$ cat src/mshd_pkg.sv
package mshd_pkg;

    // Header layout
    localparam logic [15:0] HDR_SIZE       = 16'd17;
    localparam logic [4:0]  IDX_VERSION    = 5'd4;
    localparam logic [4:0]  IDX_TYPE       = 5'd5;
    localparam logic [4:0]  IDX_SEQUENCE   = 5'd6;
    localparam logic [4:0]  IDX_LENGTH_HI  = 5'd7;
    localparam logic [4:0]  IDX_LENGTH_LO  = 5'd8;
    localparam logic [4:0]  IDX_LAST       = 5'd16;

    // Configuration register defaults and index width
    localparam int unsigned CFG_INDEX_W      = 2;
    localparam logic [31:0] MAGIC_WORD_RESET = 32'h514C_4350;
    localparam logic [7:0]  VERSION_RESET    = 8'd3;

    // Output tdata width: type, sequence, length, timestamp, payload byte
    localparam int unsigned TDATA_W = 104;

    typedef enum logic [CFG_INDEX_W-1:0] {
        REG_MAGIC_WORD       = 2'd0,
        REG_PROTOCOL_VERSION = 2'd1
    } cfg_reg_t;

    typedef enum logic [1:0] {
        KIND_HEADER      = 2'd0,
        KIND_PAYLOAD     = 2'd1,
        KIND_VERSION_ERR = 2'd2,
        KIND_LENGTH_ERR  = 2'd3
    } result_kind_t;

    typedef enum logic [2:0] {
        PH_HUNT    = 3'b001,
        PH_HEADER  = 3'b010,
        PH_PAYLOAD = 3'b100
    } phase_t;

    typedef struct packed {
        result_kind_t kind;
        logic [7:0]   msg_type;
        logic [7:0]   sequence_number;
        logic [15:0]  total_len;
        logic [63:0]  stamp_us;
        logic [7:0]   payload_byte;
        logic         packet_end;
    } result_t;

endpackage

$ cat src/mshd_parser.sv
module mshd_parser
(
    input  logic                  clk,
    input  logic                  rst_n,
    input  logic                  byte_accept,
    input  logic [7:0]            rx_byte,
    input  logic [31:0]           magic_word,
    input  logic [7:0]            protocol_version,
    output logic                  res_valid,
    output mshd_pkg::result_t     res
);

    mshd_pkg::phase_t phase_reg, phase_next;
    logic [23:0] window_reg, window_next;
    logic [4:0]  idx_reg, idx_next;
    logic [7:0]  type_reg, type_next;
    logic [7:0]  seq_reg, seq_next;
    logic [15:0] len_reg, len_next;
    logic [63:0] ts_reg, ts_next;
    logic [15:0] remaining_reg, remaining_next;

    logic [31:0] hunt_word;
    logic        last_payload;
    logic        abort;

    assign hunt_word    = {window_reg, rx_byte};
    assign last_payload = (remaining_reg <= 16'd1);

    // Next state and result for the byte at the input
    always_comb
    begin
        phase_next     = phase_reg;
        window_next    = window_reg;
        idx_next       = idx_reg;
        type_next      = type_reg;
        seq_next       = seq_reg;
        len_next       = len_reg;
        ts_next        = ts_reg;
        remaining_next = remaining_reg;
        abort          = 1'b0;
        res_valid      = 1'b0;
        res            = '0;

        unique case (phase_reg)
            mshd_pkg::PH_PAYLOAD:
            begin
                // pass the byte through, close the packet on the last one
                res_valid        = 1'b1;
                res.kind         = mshd_pkg::KIND_PAYLOAD;
                res.payload_byte = rx_byte;
                res.packet_end   = last_payload;
                if (last_payload)
                begin
                    remaining_next = '0;
                    phase_next     = mshd_pkg::PH_HUNT;
                    idx_next       = '0;
                end
                else
                begin
                    remaining_next = remaining_reg - 16'd1;
                end
            end
            mshd_pkg::PH_HEADER:
            begin
                if (idx_reg < mshd_pkg::IDX_VERSION || idx_reg > mshd_pkg::IDX_LAST)
                begin
                    // stray index: hunt the byte
                    if (hunt_word == magic_word)
                    begin
                        window_next = '0;
                        phase_next  = mshd_pkg::PH_HEADER;
                        idx_next    = mshd_pkg::IDX_VERSION;
                    end
                    else
                    begin
                        window_next = hunt_word[23:0];
                        phase_next  = mshd_pkg::PH_HUNT;
                    end
                end
                else
                begin
                    // capture header fields
                    case (idx_reg)
                        mshd_pkg::IDX_VERSION:
                        begin
                            if (rx_byte != protocol_version)
                            begin
                                abort          = 1'b1;
                                res_valid      = 1'b1;
                                res.kind       = mshd_pkg::KIND_VERSION_ERR;
                                res.packet_end = 1'b1;
                            end
                        end
                        mshd_pkg::IDX_TYPE:      type_next = rx_byte;
                        mshd_pkg::IDX_SEQUENCE:  seq_next  = rx_byte;
                        mshd_pkg::IDX_LENGTH_HI: len_next  = {rx_byte, 8'h00};
                        mshd_pkg::IDX_LENGTH_LO:
                        begin
                            len_next = {len_reg[15:8], rx_byte};
                            if ({len_reg[15:8], rx_byte} < mshd_pkg::HDR_SIZE)
                            begin
                                abort               = 1'b1;
                                res_valid           = 1'b1;
                                res.kind            = mshd_pkg::KIND_LENGTH_ERR;
                                res.msg_type        = type_reg;
                                res.sequence_number = seq_reg;
                                res.total_len       = {len_reg[15:8], rx_byte};
                                res.packet_end      = 1'b1;
                            end
                        end
                        default:                 ts_next = {ts_reg[55:0], rx_byte};
                    endcase

                    if (abort)
                    begin
                        phase_next = mshd_pkg::PH_HUNT;
                        idx_next   = '0;
                    end
                    else if (idx_reg == mshd_pkg::IDX_LAST)
                    begin
                        // header complete: report it and arm the payload count
                        remaining_next      = len_reg - mshd_pkg::HDR_SIZE;
                        idx_next            = '0;
                        res_valid           = 1'b1;
                        res.kind            = mshd_pkg::KIND_HEADER;
                        res.msg_type        = type_reg;
                        res.sequence_number = seq_reg;
                        res.total_len       = len_reg;
                        res.stamp_us        = ts_next;
                        res.packet_end      = (len_reg == mshd_pkg::HDR_SIZE);
                        phase_next          = (len_reg == mshd_pkg::HDR_SIZE) ?
                                              mshd_pkg::PH_HUNT : mshd_pkg::PH_PAYLOAD;
                    end
                    else
                    begin
                        idx_next = idx_reg + 5'd1;
                    end
                end
            end
            default:
            begin
                // slide the window and compare against the sync word
                if (hunt_word == magic_word)
                begin
                    window_next = '0;
                    phase_next  = mshd_pkg::PH_HEADER;
                    idx_next    = mshd_pkg::IDX_VERSION;
                end
                else
                begin
                    window_next = hunt_word[23:0];
                    phase_next  = mshd_pkg::PH_HUNT;
                end
            end
        endcase
    end

    // Advance parser state on each accepted item
    always_ff @(posedge clk or negedge rst_n)
    begin
        if (!rst_n)
        begin
            phase_reg     <= mshd_pkg::PH_HUNT;
            window_reg    <= '0;
            idx_reg       <= '0;
            type_reg      <= '0;
            seq_reg       <= '0;
            len_reg       <= '0;
            ts_reg        <= '0;
            remaining_reg <= '0;
        end
        else if (byte_accept)
        begin
            phase_reg     <= phase_next;
            window_reg    <= window_next;
            idx_reg       <= idx_next;
            type_reg      <= type_next;
            seq_reg       <= seq_next;
            len_reg       <= len_next;
            ts_reg        <= ts_next;
            remaining_reg <= remaining_next;
        end
    end

    // Payload phase always has at least one byte left to pass
    assert property (@(posedge clk) disable iff (!rst_n)
        (phase_reg == mshd_pkg::PH_PAYLOAD) |-> (remaining_reg != 16'd0))
        else $error("payload phase with zero bytes remaining");

    // Header index stays inside the header while collecting it
    assert property (@(posedge clk) disable iff (!rst_n)
        (phase_reg == mshd_pkg::PH_HEADER) |->
        (idx_reg >= mshd_pkg::IDX_VERSION && idx_reg <= mshd_pkg::IDX_LAST))
        else $error("header index out of range");

endmodule

$ cat src/magic_sync_header_deframer_unit.sv
// A result is registered in the output stage before it appears on m_axis.
// Throughput: one input item per cycle while s_axis_tready is high; all results share one output stage.
// A two-entry output stage (result register plus skid register) keeps s_axis_tready
// registered; input stalls while the skid register is full.
// Reset (rst_n low, asynchronous) returns to hunting with an empty window and
// restores the sync word and protocol version to their defaults.
module magic_sync_header_deframer_unit
(
    input  logic                                clk,
    input  logic                                rst_n,
    // configuration write channel
    input  logic                                cfg_valid,
    output logic                                cfg_ready,
    input  logic [mshd_pkg::CFG_INDEX_W-1:0]    cfg_index,
    input  logic [31:0]                         cfg_data,
    // input byte stream
    input  logic                                s_axis_tvalid,
    output logic                                s_axis_tready,
    input  logic [7:0]                          s_axis_tdata,   // rx_byte
    // result stream
    output logic                                m_axis_tvalid,
    input  logic                                m_axis_tready,
    // msg_type[7:0], sequence_number[15:8], total_len[31:16],
    // stamp_us[95:32], payload_byte[103:96]
    output logic [mshd_pkg::TDATA_W-1:0]        m_axis_tdata,
    output logic [1:0]                          m_axis_tuser,   // result_kind
    output logic                                m_axis_tlast    // packet_end
);

    logic [31:0] magic_word_reg;
    logic [7:0]  version_reg;

    logic               in_accept;
    logic               res_valid;
    mshd_pkg::result_t  res;
    logic               push;

    logic               out_valid_reg, out_valid_next;
    logic               skid_valid_reg, skid_valid_next;
    mshd_pkg::result_t  out_reg, out_next;
    mshd_pkg::result_t  skid_reg, skid_next;

    // Configuration registers
    assign cfg_ready = 1'b1;

    always_ff @(posedge clk or negedge rst_n)
    begin
        if (!rst_n)
        begin
            magic_word_reg <= mshd_pkg::MAGIC_WORD_RESET;
            version_reg    <= mshd_pkg::VERSION_RESET;
        end
        else if (cfg_valid && cfg_ready)
        begin
            unique case (cfg_index)
                mshd_pkg::REG_MAGIC_WORD:       magic_word_reg <= cfg_data;
                mshd_pkg::REG_PROTOCOL_VERSION: version_reg    <= cfg_data[7:0];
                default:                        ;
            endcase
        end
    end

    // Parser core
    assign s_axis_tready = !skid_valid_reg;
    assign in_accept     = s_axis_tvalid && s_axis_tready;

    mshd_parser u_parser
    (
        .clk              (clk),
        .rst_n            (rst_n),
        .byte_accept      (in_accept),
        .rx_byte          (s_axis_tdata),
        .magic_word       (magic_word_reg),
        .protocol_version (version_reg),
        .res_valid        (res_valid),
        .res              (res)
    );

    assign push = in_accept && res_valid;

    // Output register and skid register
    always_comb
    begin
        out_valid_next  = out_valid_reg;
        skid_valid_next = skid_valid_reg;
        out_next        = out_reg;
        skid_next       = skid_reg;

        if (skid_valid_reg)
        begin
            // drain skid into the output register when the sink takes an item
            if (m_axis_tready)
            begin
                out_next        = skid_reg;
                skid_valid_next = 1'b0;
            end
        end
        else if (push)
        begin
            if (!out_valid_reg || m_axis_tready)
            begin
                out_next       = res;
                out_valid_next = 1'b1;
            end
            else
            begin
                skid_next       = res;
                skid_valid_next = 1'b1;
            end
        end
        else if (m_axis_tready)
        begin
            out_valid_next = 1'b0;
        end
    end

    always_ff @(posedge clk or negedge rst_n)
    begin
        if (!rst_n)
        begin
            out_valid_reg  <= 1'b0;
            skid_valid_reg <= 1'b0;
        end
        else
        begin
            out_valid_reg  <= out_valid_next;
            skid_valid_reg <= skid_valid_next;
        end
    end

    // Hold payload
    always_ff @(posedge clk)
    begin
        out_reg  <= out_next;
        skid_reg <= skid_next;
    end

    // Drive result ports
    assign m_axis_tvalid = out_valid_reg;
    assign m_axis_tuser  = out_reg.kind;
    assign m_axis_tlast  = out_reg.packet_end;
    assign m_axis_tdata  = {out_reg.payload_byte, out_reg.stamp_us,
                            out_reg.total_len, out_reg.sequence_number,
                            out_reg.msg_type};

    // Skid entry only ever backs up a full output register
    assert property (@(posedge clk) disable iff (!rst_n)
        skid_valid_reg |-> out_valid_reg)
        else $error("skid holds an item while the output register is empty");

    // A result produced while the output stage is full lands in the skid
    assert property (@(posedge clk) disable iff (!rst_n)
        (push && out_valid_reg && !m_axis_tready) |=> skid_valid_reg)
        else $error("result lost while output stalled");

    // Aborts always close the packet
    assert property (@(posedge clk) disable iff (!rst_n)
        (out_valid_reg && (out_reg.kind == mshd_pkg::KIND_VERSION_ERR ||
                           out_reg.kind == mshd_pkg::KIND_LENGTH_ERR))
        |-> out_reg.packet_end)
        else $error("abort result without packet end");

endmodule
$ cat config.mk
export PLATFORM = sky130hd
export DESIGN_NAME = magic_sync_header_deframer_unit
export DESIGN_NICKNAME = d
export VERILOG_FILES = /design/src/mshd_pkg.sv /design/src/mshd_parser.sv /design/src/magic_sync_header_deframer_unit.sv
export SDC_FILE = /design/constraint.sdc
export NUM_CORES = 1
export LEC_CHECK = 0
export BUFFER_PORTS_ARGS = -buffer_cell sky130_fd_sc_hd__buf_4
export CAP_MARGIN = 15
export CORE_ASPECT_RATIO = 0.6
export CORE_MARGIN = 10
export CORE_UTILIZATION = 51
export DETAILED_ROUTE_END_ITERATION = 8
export PLACE_DENSITY = 0.74
export SLEW_MARGIN = 20
export SYNTH_ARGS = -nofsm -noshare
export SYNTH_HDL_FRONTEND = slang
export SYNTH_SLANG_ARGS = --single-unit
$ cat constraint.sdc
create_clock -name clk -period 14.6 [get_ports clk]
set_clock_uncertainty 0.2 [all_clocks]
set_input_delay 2.92 -clock clk [delete_from_list [all_inputs] [get_ports clk]]
set_output_delay 2.92 -clock clk [all_outputs]
set_load 0.02 [all_outputs]
==> flow_metrics.py <==
metrics = {
    "run_status": {
        "status": "finished clean",
    },
    "setup_path": {
        "start_kind": "primary input",
        "startpoint": "s_axis_tdata[0]",
        "crit_path_end_kind": "flop",
        "critPathMostFrequentCell": "buf_4",
        "reg2reg_from": "u_parser.idx_reg[0]$_DFFE_PN0P_",
        "r2r_slack_ns": 9.92,
        "path_delay_family": "simple AND/OR/NAND/NOR gates",
        "r2r-end": "skid_reg[25]$_DFFE_PP_",
        "worstPathCellList": "buf_4 -> or4_1 -> a211oi_4 -> o32ai_2 -> nor4_4 -> buf_4",
        "slowest_delay_ns": 0.88,
        "cp_num_buf_inv": 2,
        "crit_slowest_cell": "buf_4",
        "cp.arrival_ns": 6.26,
        "crit_fanout": 76,
        "worstPathRequired_ns": 14.55,
        "path_depth": 6,
        "endpoint": "skid_reg[25]$_DFFE_PP_",
        "crit_type": "primary input to flop",
        "r2r_cells": 8,
    },
    "yosys": {
        "ys_seq_elements": 400,
        "syn_area_sq_mm": 0.0174,
        "synth_seq_area_share": 0.640,
        "ys.flop_type": "edfxtp_1",
        "synth_nets": 1395,
        "yosys_warnings": 0,
        "synthCells": 1340,
        "synthArstFlopShare": 0.465,
        "ys_types": 56,
        "avgSynthCellArea_sq_um": 13.0,
        "synth_edf_count": 214,
    },
    "clocking": {
        "cts_resized": 0,
        "clkTransAtPathRegs_ns": 0.06,
        "clk_path_buf_depth": 3,
        "htree_levels": 2,
        "cts_sinks": 400,
        "cts_setup_buffers": 0,
        "numCtsBuffers": 38,
        "cts_tree": "done",
        "post_cts_hold_buffer_count": 0,
        "clk_latency_ns": 0.55,
        "cts_root_buf": "clkbuf_16",
    },
    "final_layout": {
        "drive_above_1_share": 0.309,
        "final_common_cell": "nand2_1",
        "layout.nets": 1532,
        "largest_register_ffs": 107,
        "finish.instance_area_sq_mm": 0.0202,
        "fillers": 2665,
        "area_growth_pct": 16.3,
        "final_cell_mix": "nand2_1, edfxtp_1, mux2_2, buf_4, dfrtp_1",
        "multi_input_area_sq_mm": 0.00595,
        "final-seq-area_sq_mm": 0.0111,
    },
    "placement": {
        "place_hpwl_mm": 28.3,
        "placed_area_sq_mm": 0.0190,
        "place_congestion": 0.924,
        "post-place-ws_ns": 7.68,
        "numPortBuffers": 155,
    },
    "sta": {
        "fin_crit_ns": 6.30,
        "setup_viol": 0,
        "finalCritPeriodShare": 0.432,
        "worst_slew_pin_slew_ns": 1.07,
        "rsz0062_at_grt": "false",
        "finalSetupTns_ns": 0,
        "max_freq_ghz": 0.159,
        "hold_ws_ns": 0.307,
        "slew_headroom": 0.288,
        "hold_violations": 0,
        "final-max-slew-violation-count": 0,
        "fin_ws_ns": 8.30,
    },
    "pwr": {
        "p_leak_nw": 8.31,
        "ir_worst_vdd_mv": 0.0849,
        "power.total_mw": 2.28,
        "power_per_cell_area_mw_per_mm2": 113,
    },
    "global_routing": {
        "first_global_vias": 11000,
        "grt_max_degree": 114,
        "gr-usage-met3": 0.0436,
        "antenna_found_initial": 1,
        "top_usage_layer": "met1",
        "grt_util_met1": 0.299,
        "grt-ovfl-total": 0,
        "grt_use_met2": 0.274,
        "grtUsageTotal": 0.195,
        "grt_pass1_wl_mm": 65.2,
    },
    "routing": {
        "drtIter0Drc": 1200,
        "drt_first_pass_iters": 6,
        "post_drt_wl_per_cell_um": 21.3,
        "route.detailed.drc": 0,
        "via_per_inst": 5.73,
        "via_count": 11300,
        "drt_wl_total_mm": 42.0,
        "antenna_left": 0,
    },
    "floorplanning": {
        "rows": 52,
        "pin_count": 157,
        "core_sq_mm": 0.0336,
        "die-area_sq_mm": 0.0420,
        "die_w_um": 258,
        "die_h_um": 163,
        "floorplan.initialDensity": 0.516,
    },
    "min_path": {
        "hp-class": "flop to flop",
    },
    "job": {
        "cap_violations": 0,
    },
}
[where the power goes]
group | switching (mW) | internal, mW
logic | 0.0438 | 0.0449
clock network | 0.420 | 0.535
registers | 0.0245 | 1.21
[how the worst min path moves through the flow]
stage	start	end	slack, ns	depth (start not counted)
2_1_floorplan	u_parser.remaining_reg[7]$_DFFE_PN0P_	u_parser.remaining_reg[7]$_DFFE_PN0P_	0.26	1
5_1_grt	u_parser.remaining_reg[14]$_DFFE_PN0P_	u_parser.remaining_reg[14]$_DFFE_PN0P_	0.32	1
4_1_cts	u_parser.remaining_reg[14]$_DFFE_PN0P_	u_parser.remaining_reg[14]$_DFFE_PN0P_	0.30	1
3_5_place_dp	u_parser.remaining_reg[14]$_DFFE_PN0P_	u_parser.remaining_reg[14]$_DFFE_PN0P_	0.29	1
6_report	u_parser.ts_reg[60]$_DFFE_PN0P_	u_parser.ts_reg[60]$_DFFE_PN0P_	0.31	1
3_3_place_gp	u_parser.remaining_reg[14]$_DFFE_PN0P_	u_parser.remaining_reg[14]$_DFFE_PN0P_	0.28	1
[metal layers]
| metal | up-vias | routed length (um) |
|---|---|---|
| met5 | - | 0 |
| met4 | 0 | 782 |
| met3 | 50 | 3310 |
| met2 | 401 | 18000 |
| met1 | 5722 | 19900 |
| li1 | 5106 | - |
[cell families after synthesis]
logic type	count (synthesis)	share of synthesized area
AO/OA/AOI/OAI	205	0.0742
XOR/XNOR	53	0.0267
adder cells (fa/ha/maj)	8	0.00577
buffers and inverters	88	0.0214
flip-flops	400	0.640
multiplexers	207	0.134
other	1	0.000216
AND/OR/NAND/NOR	378	0.0978
[synth_stat cells (all sizes together), types with 5 or more instances]
library cell,n,share of area
and3,12,0.0043
clkbuf,69,0.015
or4,5,0.0024
o21ai,60,0.018
and2,25,0.0090
a22o,33,0.017
inv,11,0.0024
dfstp,14,0.021
nor4,19,0.0068
nand2,228,0.049
xor2,46,0.023
ha,8,0.0058
nor3,19,0.0058
o32ai,5,0.0025
mux2,207,0.13
edfxtp,214,0.37
xnor2,7,0.0035
o22ai,8,0.0029
or3,10,0.0036
nand3,19,0.0055
a21oi,76,0.022
nor2,29,0.0063
dfrtp,172,0.25
buf,7,0.0039
[final cells by class]
type                    instances  share of cell area
repair buffers                173              0.0647
well taps                     459              0.0285
clock inverters                15             0.00620
diodes                          1            0.000124
inverters                      12             0.00229
flip-flops and latches        400               0.550
multi-input cells             852               0.295
clock buffers                  55              0.0533
[metrics by stage]
step,utilization,cells
after floorplan,-,1340
after global placement,0.564,1896
after detailed placement,0.564,1896
after CTS,0.599,1966
after global routing,0.600,1967
final,0.600,1967
No activity file was read; power rests on OpenSTA's default activity.
